File: config.mk
export PLATFORM = sky130hd
export DESIGN_NAME = decimal_string_to_mbf_float_top_flat
export DESIGN_NICKNAME = d
export VERILOG_FILES = /design/src/rtl/dsmbf_pkg.sv /design/src/rtl/dsmbf_chan_if.sv /design/src/rtl/decimal_string_to_mbf_float_top.sv /design/src/flat_wrapper.sv
export SDC_FILE = /design/constraint.sdc
export NUM_CORES = 1
export LEC_CHECK = 0
export ABC_AREA = 1
export ABC_CLOCK_PERIOD_IN_PS = 9500
export BUFFER_PORTS_ARGS = -buffer_cell sky130_fd_sc_hd__buf_2
export CORE_ASPECT_RATIO = 1.1
export CORE_MARGIN = 2
export CORE_UTILIZATION = 35
export CTS_CLUSTER_DIAMETER = 40
export DETAILED_ROUTE_END_ITERATION = 12
export HOLD_SLACK_MARGIN = 0.06
export PLACE_DENSITY = 0.61
export SYNTH_ARGS = -nofsm -noshare
export SYNTH_HDL_FRONTEND = slang
export SYNTH_SLANG_ARGS = --single-unit
File: constraint.sdc
create_clock -name i_clk -period 9.5 [get_ports i_clk]
set_input_delay 1.9 -clock i_clk [delete_from_list [all_inputs] [get_ports i_clk]]
set_output_delay 1.9 -clock i_clk [all_outputs]
set_load 0.01 [all_outputs]
File: src/rtl/dsmbf_pkg.sv
// Package for the decimal string to MBF float block.
// Status codes, field widths and fixed constants; no dependencies.
`default_nettype none

package dsmbf_pkg;

    localparam int CHAR_W = 8;
    localparam int ACC_W  = 32;
    localparam int EXP_W  = 8;
    localparam int CNT_W  = 6;

    localparam logic [ACC_W-1:0] DIGIT_LIMIT_RESET = 32'd429496729;
    localparam logic [EXP_W-1:0] EXP_BIAS          = 8'h80;
    localparam logic [ACC_W-1:0] MANT_MASK         = 32'h7FFF_FFFF;

    localparam logic [CHAR_W-1:0] CH_ZERO  = 8'h30;
    localparam logic [CHAR_W-1:0] CH_NINE  = 8'h39;
    localparam logic [CHAR_W-1:0] CH_MINUS = 8'h2D;
    localparam logic [CHAR_W-1:0] CH_PLUS  = 8'h2B;
    localparam logic [CHAR_W-1:0] CH_POINT = 8'h2E;
    localparam logic [CHAR_W-1:0] CH_E_LO  = 8'h65;
    localparam logic [CHAR_W-1:0] CH_E_UP  = 8'h45;

    typedef enum logic [1:0] {
        ST_OK   = 2'd0,
        ST_SCI  = 2'd1,
        ST_OVF  = 2'd2,
        ST_FRAC = 2'd3
    } t_status;

endpackage

`default_nettype wire

File: src/rtl/dsmbf_chan_if.sv
// Valid/ready channel interfaces: character items in, MBF items out.
// Depends on dsmbf_pkg for field widths.
`default_nettype none

interface dsmbf_char_if import dsmbf_pkg::*; ();
    logic              valid;
    logic              ready;
    logic [CHAR_W-1:0] character;
    logic              last_char;

    modport source (output valid, output character, output last_char, input ready);
    modport sink   (input valid, input character, input last_char, output ready);
endinterface

interface dsmbf_mbf_if import dsmbf_pkg::*; ();
    logic             valid;
    logic             ready;
    logic [EXP_W-1:0] mbf_exponent;
    logic [ACC_W-1:0] packed_mantissa;
    logic [1:0]       status;

    modport source (output valid, output mbf_exponent, output packed_mantissa,
                    output status, input ready);
    modport sink   (input valid, input mbf_exponent, input packed_mantissa,
                    input status, output ready);
endinterface

`default_nettype wire

File: src/rtl/decimal_string_to_mbf_float_top.sv
// Decimal string to 40-bit MBF float converter, top level.
// Depends on dsmbf_pkg and the channel interfaces in dsmbf_chan_if.sv.
// Usage:
//   i_char_ch carries one ASCII character per item; last_char marks the end
//   of a string. o_mbf_ch carries one MBF result per string: exponent byte,
//   packed mantissa (sign in bit 31) and status.
//   i_cfg_we / i_cfg_data write the digit limit; write only while idle.
// Timing:
//   One character is accepted per cycle while i_char_ch.ready is high. The
//   string state updates at the accept edge; a final character is captured
//   into a holding register, normalized (leading-one search and shift) from
//   there and moved into the output register once that is free. Throughput
//   is one item per cycle while o_mbf_ch.ready stays high.
// Reset:
//   i_rst_n is synchronous, active low. It clears the string state, the
//   holding and output valid flags and restores the digit limit default.
// Stall:
//   When o_mbf_ch.ready is low the output holds. Characters keep flowing
//   until a second finished string fills the holding register; only then
//   does i_char_ch.ready drop.
`default_nettype none

module decimal_string_to_mbf_float_top import dsmbf_pkg::*; (
    input  wire logic             i_clk,
    input  wire logic             i_rst_n,
    input  wire logic             i_cfg_we,
    input  wire logic [ACC_W-1:0] i_cfg_data,
    dsmbf_char_if.sink            i_char_ch,
    dsmbf_mbf_if.source           o_mbf_ch
);

    // string state
    logic [ACC_W-1:0] r_limit;
    logic [ACC_W-1:0] r_acc,   n_acc;
    logic             r_neg,   n_neg;
    logic             r_stop,  n_stop;
    logic             r_point, n_point;
    logic             r_exp,   n_exp;
    logic             r_ovf,   n_ovf;
    logic             r_first;

    // holding register for a finished string
    logic             r_snap_valid;
    logic [ACC_W-1:0] r_snap_acc;
    logic             r_snap_neg;
    logic             r_snap_point;
    logic             r_snap_exp;
    logic             r_snap_ovf;

    // output register
    logic             r_out_valid;
    logic [EXP_W-1:0] r_out_exp;
    logic [ACC_W-1:0] r_out_mant;
    t_status          r_out_status;

    logic             w_accept;
    logic             w_snap_move;
    logic [CHAR_W-1:0] w_ch;
    logic             w_is_digit;
    logic             w_is_sign;
    logic             w_proceed;
    logic [ACC_W+3:0] w_prod;
    logic             w_ovf_hit;

    logic [CNT_W-1:0] w_bits;
    logic [CNT_W-1:0] w_shamt;
    logic [ACC_W-1:0] w_norm;
    t_status          w_status;
    logic [EXP_W-1:0] w_exp;
    logic [ACC_W-1:0] w_mant;

    assign w_snap_move     = r_snap_valid && (!r_out_valid || o_mbf_ch.ready);
    assign i_char_ch.ready = !r_snap_valid || w_snap_move;
    assign w_accept        = i_char_ch.valid && i_char_ch.ready;

    assign w_ch       = i_char_ch.character;
    assign w_is_digit = (w_ch >= CH_ZERO) && (w_ch <= CH_NINE);
    assign w_is_sign  = r_first && ((w_ch == CH_MINUS) || (w_ch == CH_PLUS));
    assign w_proceed  = !w_is_sign && !r_stop && !r_ovf;
    // acc * 10 + digit as two shifted adds
    assign w_prod     = {1'b0, r_acc, 3'b000} + {3'b000, r_acc, 1'b0}
                      + {{(ACC_W){1'b0}}, w_ch[3:0]};
    assign w_ovf_hit  = (r_acc >= r_limit) || (w_prod[ACC_W+3:ACC_W] != 4'd0);

    always_comb begin
        n_acc   = r_acc;
        n_neg   = r_neg;
        n_stop  = r_stop;
        n_point = r_point;
        n_exp   = r_exp || (w_ch == CH_E_LO) || (w_ch == CH_E_UP);
        n_ovf   = r_ovf;
        if (w_is_sign) begin
            n_neg = (w_ch == CH_MINUS);
        end else if (w_proceed) begin
            if (w_is_digit) begin
                if (w_ovf_hit) begin
                    n_ovf = 1'b1;
                end else begin
                    n_acc = w_prod[ACC_W-1:0];
                end
            end else begin
                n_stop = 1'b1;
                if (w_ch == CH_POINT) begin
                    n_point = 1'b1;
                end
            end
        end
    end

    always_ff @(posedge i_clk) begin
        if (!i_rst_n) begin
            r_limit <= DIGIT_LIMIT_RESET;
        end else if (i_cfg_we) begin
            r_limit <= i_cfg_data;
        end
    end

    always_ff @(posedge i_clk) begin
        if (!i_rst_n) begin
            r_acc   <= '0;
            r_neg   <= 1'b0;
            r_stop  <= 1'b0;
            r_point <= 1'b0;
            r_exp   <= 1'b0;
            r_ovf   <= 1'b0;
            r_first <= 1'b1;
        end else if (w_accept) begin
            if (i_char_ch.last_char) begin
                r_acc   <= '0;
                r_neg   <= 1'b0;
                r_stop  <= 1'b0;
                r_point <= 1'b0;
                r_exp   <= 1'b0;
                r_ovf   <= 1'b0;
                r_first <= 1'b1;
            end else begin
                r_acc   <= n_acc;
                r_neg   <= n_neg;
                r_stop  <= n_stop;
                r_point <= n_point;
                r_exp   <= n_exp;
                r_ovf   <= n_ovf;
                r_first <= 1'b0;
            end
        end
    end

    always_ff @(posedge i_clk) begin
        if (!i_rst_n) begin
            r_snap_valid <= 1'b0;
        end else if (w_accept && i_char_ch.last_char) begin
            r_snap_valid <= 1'b1;
        end else if (w_snap_move) begin
            r_snap_valid <= 1'b0;
        end
    end

    always_ff @(posedge i_clk) begin
        if (w_accept && i_char_ch.last_char) begin
            r_snap_acc   <= n_acc;
            r_snap_neg   <= n_neg;
            r_snap_point <= n_point;
            r_snap_exp   <= n_exp;
            r_snap_ovf   <= n_ovf;
        end
    end

    // significant bit count: position of leading one plus one
    always_comb begin
        w_bits = '0;
        for (int i = 0; i < ACC_W; i++) begin
            if (r_snap_acc[i]) begin
                w_bits = CNT_W'(i + 1);
            end
        end
    end

    assign w_shamt = CNT_W'(ACC_W) - w_bits;
    assign w_norm  = r_snap_acc << w_shamt[CNT_W-2:0];

    always_comb begin
        w_status = ST_OK;
        w_exp    = '0;
        w_mant   = '0;
        if (r_snap_exp) begin
            w_status = ST_SCI;
        end else if (r_snap_ovf) begin
            w_status = ST_OVF;
        end else if (r_snap_point && (r_snap_acc == '0)) begin
            w_status = ST_FRAC;
        end else if (r_snap_acc != '0) begin
            w_exp  = EXP_BIAS + {{(EXP_W-CNT_W){1'b0}}, w_bits};
            w_mant = (w_norm & MANT_MASK) | {r_snap_neg, {(ACC_W-1){1'b0}}};
        end
    end

    always_ff @(posedge i_clk) begin
        if (!i_rst_n) begin
            r_out_valid <= 1'b0;
        end else if (w_snap_move) begin
            r_out_valid <= 1'b1;
        end else if (o_mbf_ch.ready) begin
            r_out_valid <= 1'b0;
        end
    end

    always_ff @(posedge i_clk) begin
        if (w_snap_move) begin
            r_out_exp    <= w_exp;
            r_out_mant   <= w_mant;
            r_out_status <= w_status;
        end
    end

    assign o_mbf_ch.valid           = r_out_valid;
    assign o_mbf_ch.mbf_exponent    = r_out_exp;
    assign o_mbf_ch.packed_mantissa = r_out_mant;
    assign o_mbf_ch.status          = r_out_status;

endmodule

`default_nettype wire

File: src/flat_wrapper.sv
// flat-port wrapper written by rule: the top's interface ports become plain ports
module decimal_string_to_mbf_float_top_flat import dsmbf_pkg::*;
  (i_clk, i_rst_n, i_cfg_we, i_cfg_data, i_char_ch_valid, i_char_ch_character, i_char_ch_last_char, i_char_ch_ready, o_mbf_ch_valid, o_mbf_ch_mbf_exponent, o_mbf_ch_packed_mantissa, o_mbf_ch_status, o_mbf_ch_ready);
  dsmbf_char_if i_char_ch_i ();
  dsmbf_mbf_if o_mbf_ch_i ();
  input  wire logic i_clk;
  input  wire logic i_rst_n;
  input  wire logic i_cfg_we;
  input  wire logic [ACC_W-1:0] i_cfg_data;
  input wire logic [$bits(i_char_ch_i.valid)-1:0] i_char_ch_valid;
  input wire logic [$bits(i_char_ch_i.character)-1:0] i_char_ch_character;
  input wire logic [$bits(i_char_ch_i.last_char)-1:0] i_char_ch_last_char;
  output wire logic [$bits(i_char_ch_i.ready)-1:0] i_char_ch_ready;
  output wire logic [$bits(o_mbf_ch_i.valid)-1:0] o_mbf_ch_valid;
  output wire logic [$bits(o_mbf_ch_i.mbf_exponent)-1:0] o_mbf_ch_mbf_exponent;
  output wire logic [$bits(o_mbf_ch_i.packed_mantissa)-1:0] o_mbf_ch_packed_mantissa;
  output wire logic [$bits(o_mbf_ch_i.status)-1:0] o_mbf_ch_status;
  input wire logic [$bits(o_mbf_ch_i.ready)-1:0] o_mbf_ch_ready;
  assign i_char_ch_i.valid = i_char_ch_valid;
  assign i_char_ch_i.character = i_char_ch_character;
  assign i_char_ch_i.last_char = i_char_ch_last_char;
  assign i_char_ch_ready = i_char_ch_i.ready;
  assign o_mbf_ch_valid = o_mbf_ch_i.valid;
  assign o_mbf_ch_mbf_exponent = o_mbf_ch_i.mbf_exponent;
  assign o_mbf_ch_packed_mantissa = o_mbf_ch_i.packed_mantissa;
  assign o_mbf_ch_status = o_mbf_ch_i.status;
  assign o_mbf_ch_i.ready = o_mbf_ch_ready;
  decimal_string_to_mbf_float_top u_core (.i_clk(i_clk), .i_rst_n(i_rst_n), .i_cfg_we(i_cfg_we), .i_cfg_data(i_cfg_data), .i_char_ch(i_char_ch_i), .o_mbf_ch(o_mbf_ch_i));
endmodule
==> run_results.csv, run 1 <==
group,metric,value,unit
detailed_routing,routedWlPerCell,13.9,um
setup_path,slowest_stage,"nand2_1",
power,sw_frac_of_total,0.281,
setup_path,endpoint,"u_core.o_mbf_ch.packed_mantissa[26]",
logic_synthesis,syn_avg_cell_area,7.65,sq um
logic_synthesis,synthArstFlopShare,0,
cts,htreeDepth,4,
placed_design,gp_congestion,0.885,
sta,finalCritPeriodShare,0.673,
setup_path,cp-end-kind,"register",
logic_synthesis,syn_area,0.0104,sq mm
global_route,antenna_found_initial,0,
setup_path,worstReg2RegEnd,"u_core.o_mbf_ch.packed_mantissa[26]",
cts,cts.path.max_buffers,2,
setup_path,slowest_delay,1.06,ns
die,start_util,0.353,
finish,final_common_cell,"nand2_1",
setup_path,startpoint_type,"register",
detailed_routing,vias,9086,
logic_synthesis,yosysWarnings,0,
setup_path,rrSetupSlack,3.10,ns
global_route,grt_max_degree,63,
finish,nNetsFinal,1553,
detailed_routing,drc,0,
sta,max_freq,0.156,GHz
global_route,grt_overflow,0,
cts,root_buffer,"clkbuf_16",
logic_synthesis,yosysSeqAreaShare,0.362,
die,dieArea,0.0310,sq mm
cts,post_cts_resized,0,
logic_synthesis,ys.flop_type,"edfxtp_1",
setup_path,critical_path_class,"register to register",
placed_design,portBuffers,88,
power,vdd_drop_max,0.107,mV
logic_synthesis,synth_edf_count,77,
global_route,grt_use_total,0.165,
sta,finalSetupTns,0,ns
power,p_int,1.16,mW
power,pwr-share-clk,0.436,
power,netSwitchingPower,0.453,mW
power,comb_power_share,0.124,
sta,rsz0062_at_grt,"false",
die,core_area,0.0294,sq mm
sta,hold_viol,0,
setup_path,crit_path_frequent_cell,"nand2_1",
setup_path,cp_max_fo,34,
power,p_leak,5.60,nW
finish,drive_above_1_share,0.133,
logic_synthesis,synthDistinctLibCells,55,
die,rows,66,
sta,setup_viol,0,
logic_synthesis,netlist_instances,1355,
die,die_h,184,um
finish,antennaDiodeCount,0,
detailed_routing,drt-initial-drc-count,543,
power,p_seq_frac,0.440,
setup_path,r2r_start,"u_core.r_snap_acc[1]",
global_route,grt_pass1_wl,42000,um
sta,skew,0.0114,ns
power,power_density,138,mW/mm^2
cts,cts_buffers,17,
global_route,grt_pass1_vias,8610,
placed_design,hpwlAfterDp,18700,um
worst_hold_path,min_path_type,"register to register",
placed_design,postPlaceCellArea,0.0111,sq mm
logic_synthesis,yosys_register_bits,149,
finish,final_util,0.397,
flow_run,cap_violations,0,
cts,cts_sinks,149,
cts,cts_tree,"done",
finish,mostFrequentLayoutCells,"nand2_1, nand3_1, inv_1",
detailed_routing,drt_wl_total,24900,um
cts,insertion_delay,0.44,ns
die,fp.dieW,168,um
cts,path_clk_slew,0.07,ns
finish,final_area,0.0117,sq mm
sta,fin_crit,6.40,ns
sta,worstMarginPinSlew,1.11,ns
finish,syn2layout_area_growth,12.7,%
cts,hold_buffers,0,
cts,cts_post_setup_buffers_inserted,0,
setup_path,critical_path_required,9.80,ns
logic_synthesis,synth.net_count,1499,
setup_path,worstRegToRegCells,37,
setup_path,cp.arrival,6.69,ns
outcome,outcome,"finished, final reports clean",
die,ios,90,
sta,final_max_slew_viol_count,0,
setup_path,crit_path_start,"u_core.r_snap_acc[1]",
detailed_routing,vias_per_cell,5.06,
detailed_routing,drtAntennaViolNets,0,
sta,slew_headroom,0.255,
detailed_routing,dr.pass1.iters,5,
==> cell type report <==
class	count	area, sq um
fillers	3053	17700
multi-input cells	980	5730
flip-flops and latches	149	3750
inverters	168	631
repair buffers	93	478
well taps	374	468
clock buffers	17	425
clock inverters	15	193
==> worst max-delay path: cells and delay by family (launching register included) <==
family | cells | cell delay (ns)
adder cells (fa/ha/maj) | 1 | 1.00
buffers and inverters | 3 | 1.02
flip-flops | 1 | 0.44
AND/OR/NAND/NOR | 33 | 3.79
==> power by group through the flow <==
stage	clock, mW	sequential, mW	combinational [mW]
floorplan	0	0.724	0.145
detailed placement	0	0.724	0.200
global route	0.751	0.712	0.229
global placement	0	0.724	0.197
finish	0.704	0.710	0.200
CTS	0.720	0.710	0.201
==> synthesized netlist by cell type, types with 11 or more instances <==
| cell | count | area share |
|---|---|---|
| o21ai_2 | 27 | 0.023 |
| nand4_1 | 14 | 0.0084 |
| a21oi_1 | 117 | 0.056 |
| nand2_1 | 284 | 0.10 |
| xor2_1 | 20 | 0.017 |
| buf_2 | 13 | 0.0063 |
| o21ai_0 | 49 | 0.024 |
| clkbuf_1 | 32 | 0.012 |
| inv_2 | 11 | 0.0040 |
| inv_1 | 156 | 0.056 |
| nor2_1 | 58 | 0.021 |
| dfxtp_1 | 72 | 0.14 |
| ha_1 | 96 | 0.12 |
| edfxtp_1 | 77 | 0.22 |
| nand3_1 | 220 | 0.11 |
| nor3_1 | 12 | 0.0058 |
==> per-stage QoR <==
stage / power, mW / hold slack (ns) / instances / setup WS (ns)
CTS: 1.63 / 0.467 / 1796 / 3.17
global placement: 0.921 / 0.450 / 1764 / 3.21
floorplan: 0.869 / 0.433 / 1355 / 4.20
finish: 1.61 / 0.460 / 1796 / 3.10
detailed placement: 0.924 / 0.458 / 1764 / 3.16
global route: 1.69 / 0.472 / 1796 / 2.35
==> registers in the layout, indices dropped and copies added, names as in the netlist, 2 cells and up <==
register,cells
u_core.r_acc,32
u_core.o_mbf_ch.status,2
u_core.r_snap_acc,32
u_core.o_mbf_ch.packed_mantissa,32
u_core.r_limit,32
u_core.o_mbf_ch.mbf_exponent,7
==> per-layer routing <==
layer | up-vias | routed length [um] | track usage
li1 | 4722 | - | -
met3 | 21 | 1060 | 0.0253
met1 | 4134 | 12000 | 0.225
met4 | 0 | 335 | 0.0459
met2 | 209 | 11500 | 0.274
met5 | - | 0 | 0
==> worst min-delay path by stage <==
stage / start / end / slack (ns) / cells after the start
2_1_floorplan: u_core.r_limit[0] / u_core.r_limit[0] / 0.43 / 2
3_3_place_gp: u_core.r_limit[17] / u_core.r_limit[17] / 0.45 / 2
3_5_place_dp: u_core.r_limit[14] / u_core.r_limit[14] / 0.46 / 2
4_1_cts: u_core.r_limit[14] / u_core.r_limit[14] / 0.47 / 2
5_1_grt: u_core.r_limit[18] / u_core.r_limit[18] / 0.47 / 2
6_report: u_core.r_limit[14] / u_core.r_limit[14] / 0.46 / 2
==> cell families after synthesis <==
family / count (synthesis) / share of synthesized area
other: 1 / 0.000362
and+or+nand+nor: 604 / 0.256
adders and majority gates: 98 / 0.120
buffers and inverters: 226 / 0.0870
xor gates and xnor gates: 30 / 0.0253
DFF: 149 / 0.362
AOI/OAI and AO/OA: 247 / 0.149
No activity file was read; power rests on OpenSTA's default activity.
==> run 2: changes to the inputs <==
- ABC_AREA: 1 -> 0
- ABC_CLOCK_PERIOD_IN_PS: 9500 -> 5250
- PLACE_DENSITY: 0.61 -> 0.62
- clock period: 9.5 -> 5.25 ns (I/O delays scaled with it)
==> run 2 against run 1 <==
  * Via count rose by 0.13%
  * Global-route usage up 0.49 points
  * Die area up 3.7%
  * Largest cell class unchanged
  * Highest routed layer unchanged
==> run_results.csv, run 2 <==
group,metric,value,unit
setup_path,critical_path_required,5.42,ns
global_route,antenna_found_initial,0,
setup_path,startpoint_type,"primary input",
finish,multi_input_area,0.00655,sq mm
cts,htreeDepth,4,
setup_path,cp.arrival,4.76,ns
logic_synthesis,synth_edf_count,77,
finish,drive_above_1_share,0.153,
global_route,grt_pass1_vias,8499,
power,vdd_drop_max,0.161,mV
flow_run,cap_violations,0,
cts,cts_buffers,17,
global_route,grt_overflow,0,
detailed_routing,routedWlPerCell,16.6,um
logic_synthesis,synth_top_area_frac,0.215,
setup_path,worstReg2RegEnd,"u_core.r_snap_acc[25]",
cts,cts.path.max_buffers,2,
cts,hold_buffers,0,
placed_design,gp_congestion,0.909,
setup_path,cp-end-kind,"register",
die,fp.dieW,171,um
setup_path,cp_max_fo,35,
logic_synthesis,synth.net_count,1301,
cts,cts_sinks,149,
die,core_area,0.0303,sq mm
power,pwr-share-clk,0.445,
sta,setup_slack,0.660,ns
sta,setup_viol,0,
logic_synthesis,ys_top_cells_by_area,"edfxtp_1, dfxtp_1, ha_1, mux2i_1, nand2_1",
detailed_routing,drt_wl_total,27300,um
logic_synthesis,synth_common_cells,"nand2_1, ha_1, nor2_1, edfxtp_1, dfxtp_1",
sta,slew_headroom,0.262,
sta,skew,0.0155,ns
sta,fin_crit,4.59,ns
placed_design,portBuffers,88,
setup_path,worstRegToRegCells,12,
global_route,grt_use_total,0.170,
detailed_routing,drt-initial-drc-count,613,
power,p_leak,5.31,nW
placed_design,hpwlAfterDp,20500,um
finish,final_common_cell,"nand2_1",
cts,root_buffer,"clkbuf_16",
global_route,grt_max_degree,47,
logic_synthesis,synthDistinctLibCells,80,
die,start_util,0.354,
cts,cts_tree,"done",
sta,rsz0062_at_grt,"false",
power,comb_power_share,0.113,
outcome,outcome,"finished, final reports clean",
sta,finalSetupTns,0,ns
logic_synthesis,syn_avg_cell_area,9.30,sq um
die,dieArea,0.0322,sq mm
logic_synthesis,yosysSeqAreaShare,0.349,
setup_path,rrSetupSlack,0.90,ns
logic_synthesis,ys.flop_type,"edfxtp_1",
detailed_routing,drc,0,
logic_synthesis,netlist_instances,1157,
global_route,grt_pass1_wl,44200,um
logic_synthesis,yosysMostFrequentCell,"nand2_1",
finish,layoutNonFillerInstCount,1645,
setup_path,r2r_start,"u_core.r_acc[0]",
cts,path_clk_slew,0.07,ns
die,die_h,188,um
power,netSwitchingPower,0.815,mW
detailed_routing,dr.pass1.iters,5,
power,p_int,2.09,mW
sta,final_max_slew_viol_count,0,
logic_synthesis,yosys_register_bits,149,
die,rows,67,
logic_synthesis,synth_top_cell_by_area,"edfxtp_1",
detailed_routing,drtAntennaViolNets,0,
power,sw_frac_of_total,0.281,
finish,antennaDiodeCount,0,
sta,worstMarginPinSlew,1.11,ns
logic_synthesis,yosysWarnings,0,
power,p_seq_frac,0.442,
logic_synthesis,synthArstFlopShare,0,
cts,post_cts_resized,0,
finish,fillers,3114,
logic_synthesis,syn_area,0.0108,sq mm
die,ios,90,
worst_hold_path,min_to,"u_core.r_first",
cts,insertion_delay,0.44,ns
setup_path,critical_path_class,"primary input to register",
worst_hold_path,min_path_type,"register to register",
finish,mostFrequentLayoutCells,"nand2_1, ha_1, buf_2",
detailed_routing,vias_per_cell,5.53,
finish,syn2layout_area_growth,13.7,%
worst_hold_path,hp-start,"u_core.r_first",
detailed_routing,vias,9098,
finish,seq_area,0.00375,sq mm
sta,hold_viol,0,
placed_design,dp.cells,1613,
sta,max_freq,0.218,GHz
finish,nNetsFinal,1362,
placed_design,dp_slack,0.314,ns
cts,cts_post_setup_buffers_inserted,0,
sta,finalCritPeriodShare,0.874,
power,power_density,237,mW/mm^2
worst_hold_path,whs_path_depth,1,
## run 2: logic make-up after synthesis
group	Yosys count	share of synthesized area
xor gates and xnor gates	29	0.0254
other	1	0.000349
DFF	149	0.349
AOI/OAI and AO/OA	285	0.181
buffers and inverters	119	0.0442
muxes	96	0.114
adders and majority gates	98	0.115
and+or+nand+nor	380	0.170
## run 2: power by group through the flow
stage | Combinational, mW | Clock, mW | Sequential [mW]
after floorplan | 0.234 | 0 | 1.31
after global placement | 0.323 | 0 | 1.31
after detailed placement | 0.327 | 0 | 1.31
after CTS | 0.329 | 1.31 | 1.28
after global routing | 0.366 | 1.35 | 1.29
final | 0.329 | 1.29 | 1.28
## run 2: worst max path at each step
stage,cells after the start,to,slack (ns),startpoint
global placement,13,u_core.r_snap_acc[1],0.41,i_char_ch_character[3]
floorplan,13,u_core.r_snap_acc[11],0.72,i_char_ch_character[3]
global route,13,u_core.r_snap_acc[4],0.52,i_char_ch_character[3]
detailed placement,13,u_core.r_snap_acc[13],0.31,i_char_ch_character[3]
finish,13,u_core.r_snap_acc[25],0.66,i_char_ch_character[3]
CTS,13,u_core.r_snap_acc[4],0.71,i_char_ch_character[3]
## run 2: final cells by class
cell class | count | share of cell area
well taps | 414 | 0.0424
clock inverters | 15 | 0.0164
multi-input cells | 889 | 0.536
flip-flops and latches | 149 | 0.307
inverters | 59 | 0.0181
repair buffers | 102 | 0.0456
clock buffers | 17 | 0.0348
## run 2: layer usage
metal / up-vias / track usage / part of all wire
li1: 4478 / - / -
met1: 4288 / 0.239 / 0.47
met2: 286 / 0.269 / 0.46
met3: 46 / 0.0236 / 0.050
met4: 0 / 0.0554 / 0.024
met5: - / 0 / 0
## run 2: per-stage QoR
step                      hold slack, ns  power, mW  utilization  area, sq um
after floorplan                    0.418       1.54            -        10800
after global placement             0.429       1.63        0.382        11600
after detailed placement           0.433       1.64        0.382        11600
after CTS                          0.451       2.93        0.403        12200
after global routing               0.471       3.01        0.403        12200
final                              0.447       2.90        0.403        12200
## run 2: critical path, stage by stage
cell	delay [ns]
buf_2	0.14
fa_1	0.50
ha_1	0.32
a211oi_1	0.08
o21ai_1	0.26
o21ai_0	0.21
and2_1	0.18
o311ai_1	0.67
o21ai_1	0.29
mux2i_4	0.28
nor2_4	0.18
buf_12	0.22
mux2_1	0.38
